==> src/rtl/topo_ram.sv <==
// Generic single-port-write, single-port-read RAM with a registered read.
`timescale 1ns / 1ps

module topo_ram #(
  parameter int WIDTH = 8,
  parameter int DEPTH = 64,
  localparam int AW = $clog2(DEPTH)
) (
  input  logic             clk,
  input  logic             we,
  input  logic [AW-1:0]    wa,
  input  logic [WIDTH-1:0] wd,
  input  logic             re,
  input  logic [AW-1:0]    ra,
  output logic [WIDTH-1:0] rd
);

  logic [WIDTH-1:0] mem [DEPTH];
  logic [WIDTH-1:0] rd_r;

  always_ff @(posedge clk) begin
    if (we) begin
      mem[wa] <= wd;
    end
    if (re) begin
      rd_r <= mem[ra];
    end
  end

  assign rd = rd_r;

endmodule

==> config.mk <==
export PLATFORM = sky130hd
export DESIGN_NAME = topo_ram
export DESIGN_NICKNAME = d
export VERILOG_FILES = /design/src/rtl/topo_ram.sv
export SDC_FILE = /design/constraint.sdc
export NUM_CORES = 1
export LEC_CHECK = 0
export ABC_AREA = 1
export BUFFER_PORTS_ARGS = -buffer_cell sky130_fd_sc_hd__buf_2
export CAP_MARGIN = 0
export CORE_UTILIZATION = 30
export CTS_CLUSTER_SIZE = 10
export DETAILED_ROUTE_END_ITERATION = 8
export SLEW_MARGIN = 10
export SYNTH_ARGS = -nofsm -noshare
export SYNTH_HDL_FRONTEND = slang
export SYNTH_SLANG_ARGS = --single-unit
==> constraint.sdc <==
create_clock -name clk -period 2.75 [get_ports clk]
set_clock_uncertainty 0.2 [all_clocks]
set_input_delay 0.1375 -clock clk [delete_from_list [all_inputs] [get_ports clk]]
set_output_delay 0.1375 -clock clk [all_outputs]
set_load 0.01 [all_outputs]
### Word-level counts from Yosys, hierarchy flattened

Memory sizes are Yosys's and may differ from the RTL's. A register that Yosys moved wholly into a read port is not among the register bits.
Index checks and enable logic that the tools add are counted.

* div/mod/pow operators: 0
* eq/ne operators: 0
* add/subtract/negate cells: 0
* shift-type cells: 0
* multipliers: 0
* multiplexer cells: 2
* reductions and logical operators: 0
* $lt $le $gt $ge: 0
* bitwise logic cells: 0

Operator list (number)
* two-way mux 1 bit: 2

* output and inout port bits: 8
* memory bits (read-only): 0
* logic and storage cells: 3
* bits in writable memories: 512
* memories: 1
* register bits: 0
* bits in latches: 0
* input port bits: 23

Memories
* mem: words 64, bits a word 8, read ports 1, clocked after Yosys merged registers in 1, write ports 1, RTL line 18 `logic [WIDTH-1:0] mem [DEPTH];`

### Longest topological paths before layout

* depth after elaboration: 2
* mapped depth: 12
* gate-level depth less buffers: 9

### Least setup slack after synthesis

No wires, ideal clock.

* path type: in2reg
* start: input we
* end: memory mem[48][0], enable pin
* stages on the path: 3
* buffers on the path: 1
* required time: 2.155 ns
* arrival: 1.509 ns
* setup time: 0.395 ns
* setup slack: 0.646 ns
* cell sequence: clkbuf_1 nand4_1 nor4_1

* longest elaborated chain between the ends: 2

RTL lines
* start: declaration: RTL line 10 `input logic we,`
* two-way mux 1 bit: RTL line 22 `if (we) begin`
* two-way mux 1 bit (implied by the code): RTL line 23 `mem[wa] <= wd;`
* end: declaration: RTL line 18

No other way between the ends.

==> run metrics <==
critical path peak fanout=1; Post-DP HPWL=32400 um; Critical Path Most Common Cell=nand3_1; H-tree levels=2; initial antenna violation count=8; Required @ worst endpoint=2910 ps; Largest stage delay, worst path=550 ps; Clock transition at path regs=60 ps; CTS Sinks=520; vias per inst=4.89; Leak=8.74 nW; CTS tree=yes; Die W=269 um; synthesized instance count=1805; routed wire length=55000 um; Util after Layout=0.348; post-CTS setup buffer count=0; FF-to-FF Start=mem[39][2]; largest net degree at the start of global routing=150; Max clock buf depth=3; CP cell instances=nand2_1 -> nand3_1 -> nand3_1 -> nand2_2 -> nand2_1 -> nand3_1 -> nand3_1 -> dlygate4sd3_1 -> nand2_1 -> dlygate4sd3_1; warning count from the yosys run=0; Slew Viols, Final=0; outcome=complete, no violations; drt pass-1 iters=5; maximum vdd drop=384 uV; nets=1920; row count=97; DRT iter0 DRCs=1419; Post-synth ARST share=0; DRC viols=0; Tmin final=2640 ps; total vias in the final route=13935; ranking of synthesized cells by area=edfxtp_1, nand2_1, nand3_1; Worst Reg-to-Reg Cells=10; Hold Path Depth=2; Area growth syn-to-layout=14.5%; Avg Cell Area, Syn=11.9 um2; most common library cells after synthesis=nand2_1, edfxtp_1, nand3_1, nor2_1, buf_2; cell family with most CP delay=buffers and inverters; GRT overflow=0; WP buf/inv=2; post-synth cell types=15; EDFF count, synth=520; Core ar.=70400 um2; Fin Setup TNS=0 ps; Synth Register Bits=520; number of global-route vias before repair=13314; R2R Setup Slk=110 ps; most numerous cell in the Yosys netlist=nand2_1; Worst path slowest cell=dlygate4sd3_1; slew margin rel.=0.387; GRT Util Overall=0.149; Power Density=671 nW/um2; CTS root buf=clkbuf_16; post-synthesis cell area=21400 um2; global-route wire length before repair=82700 um; reg-to-reg critical path endpoint=rd[2]; RSZ-0062 raised after global routing=no; die height=269 um; register area share after synthesis=0.729; busiest grt layer=met2; final worst-path cycle share=0.961; Num CTS Buffers=58; Final Setup Violations=0; Layout fillers=6935; Final Hold Viols=0; Worst Tran Pin Value=919 ps; max-cap check violation count=0; die area=72500 um2; min-delay worst type=input pin to flop; met2 usage=0.225; M3 GR Usage=0.0384; Avg WL per Cell=19.3 um; clk_lat worst skew=610 ps; Hold Crit Start=wd[6]; critical path class=flop to flop; Synth area leader=edfxtp_1; I/O pin count=31; gpl congestion=0.902; Hold Crit Endpoint=mem[51][6]; kind of end point of the critical path=flop; DRT antenna net count=0; Starting Density=0.304; I/O Buffers=30; Critical Path AT=2800 ps; GR Util met1=0.208; top_reg_cell synth=edfxtp_1; fmax=0.378 GHz; crit path launch type=flop; post-synthesis net count=1828; Synth top area share=0.729; layout cells sized above 1=0.104
## cell type report
class / instances / area (um2) / area share
Clock inverter: 6 / 46.3 / 0.00189
Tap cell: 940 / 1180 / 0.0480
Multi-Input combinational cell: 1160 / 4960 / 0.202
Timing Repair inverter: 1 / 5.00 / 0.000204
Sequential cell: 520 / 15600 / 0.637
Inverter: 12 / 56.3 / 0.00230
Antenna cell: 4 / 10.0 / 0.000408
Clock buffer: 61 / 1460 / 0.0597
Timing Repair Buffer: 144 / 1190 / 0.0486
## where the power goes
group          internal [mW]  leakage (nW)  switching (mW)
Sequential              8.80          4.69          0.0304
Clock                   3.71         0.741            2.84
Combinational          0.284          3.31           0.790
## repair_timing
action,in CTS,in global routing
hold endpoints to repair,205,0
gates resized for setup,0,4
setup endpoints to repair,0,1
hold buffers,16,0
## state kept, by name, indices dropped and copies added (netlist names)
register	count
rd	8
mem	512
## per-stage QoR
| stage | worst slack, ps | std cells | cell area [um2] | power, mW | hold slack (ps) |
|---|---|---|---|---|---|
| CTS | 87.6 | 2843 | 24500 | 16.6 | 10.3 |
| finish | 108 | 2848 | 24500 | 16.5 | 42.6 |
| floorplan | 646 | 1805 | 21400 | 9.59 | 36.4 |
| detailed placement | 586 | 2760 | 22800 | 10.0 | 308 |
| global route | 4.23 | 2844 | 24500 | 16.9 | 58.2 |
| global placement | 612 | 2760 | 22800 | 10.0 | 300 |
## worst register-to-register path, stage by stage (launching register included)
cell	delay, ps
edfxtp_1	360
nand2_1	70
nand3_1	100
nand3_1	150
nand2_2	90
nand2_1	80
nand3_1	80
nand3_1	100
dlygate4sd3_1	550
nand2_1	50
dlygate4sd3_1	550
## worst max path at each step
stage / slack [ps] / end / cells after the start / startpoint
finish: 110 / rd[2] / 10 / mem[39][2]
global route: 4 / rd[2] / 10 / mem[35][2]
CTS: 90 / rd[2] / 10 / mem[39][2]
detailed placement: 590 / rd[5] / 11 / ra[0]
global placement: 610 / rd[7] / 11 / ra[0]
floorplan: 650 / mem[48][0] / 3 / we
## per-layer routing
layer  up-vias  wire length [um]
met5         -                49
met3       101              5140
li1       6516                 -
met1      6759             24100
met2       551             24300
met4         8              1390
## cells in the final DEF, fill, tap and decap left out, drive strengths merged
master	count
buf	128
clkbuf	61
clkinv	4
clkinvlp	2
diode	4
dlygate4sd3	16
edfxtp	520
inv	13
nand2	648
nand3	439
nand4	9
nor2	56
nor4	8
## cells by family after synthesis
| family | after synthesis | share of synthesized area |
|---|---|---|
| buf+inv | 125 | 0.0401 |
| flops | 520 | 0.729 |
| simple gates | 1160 | 0.231 |
(Power assumes the default switching activity.)
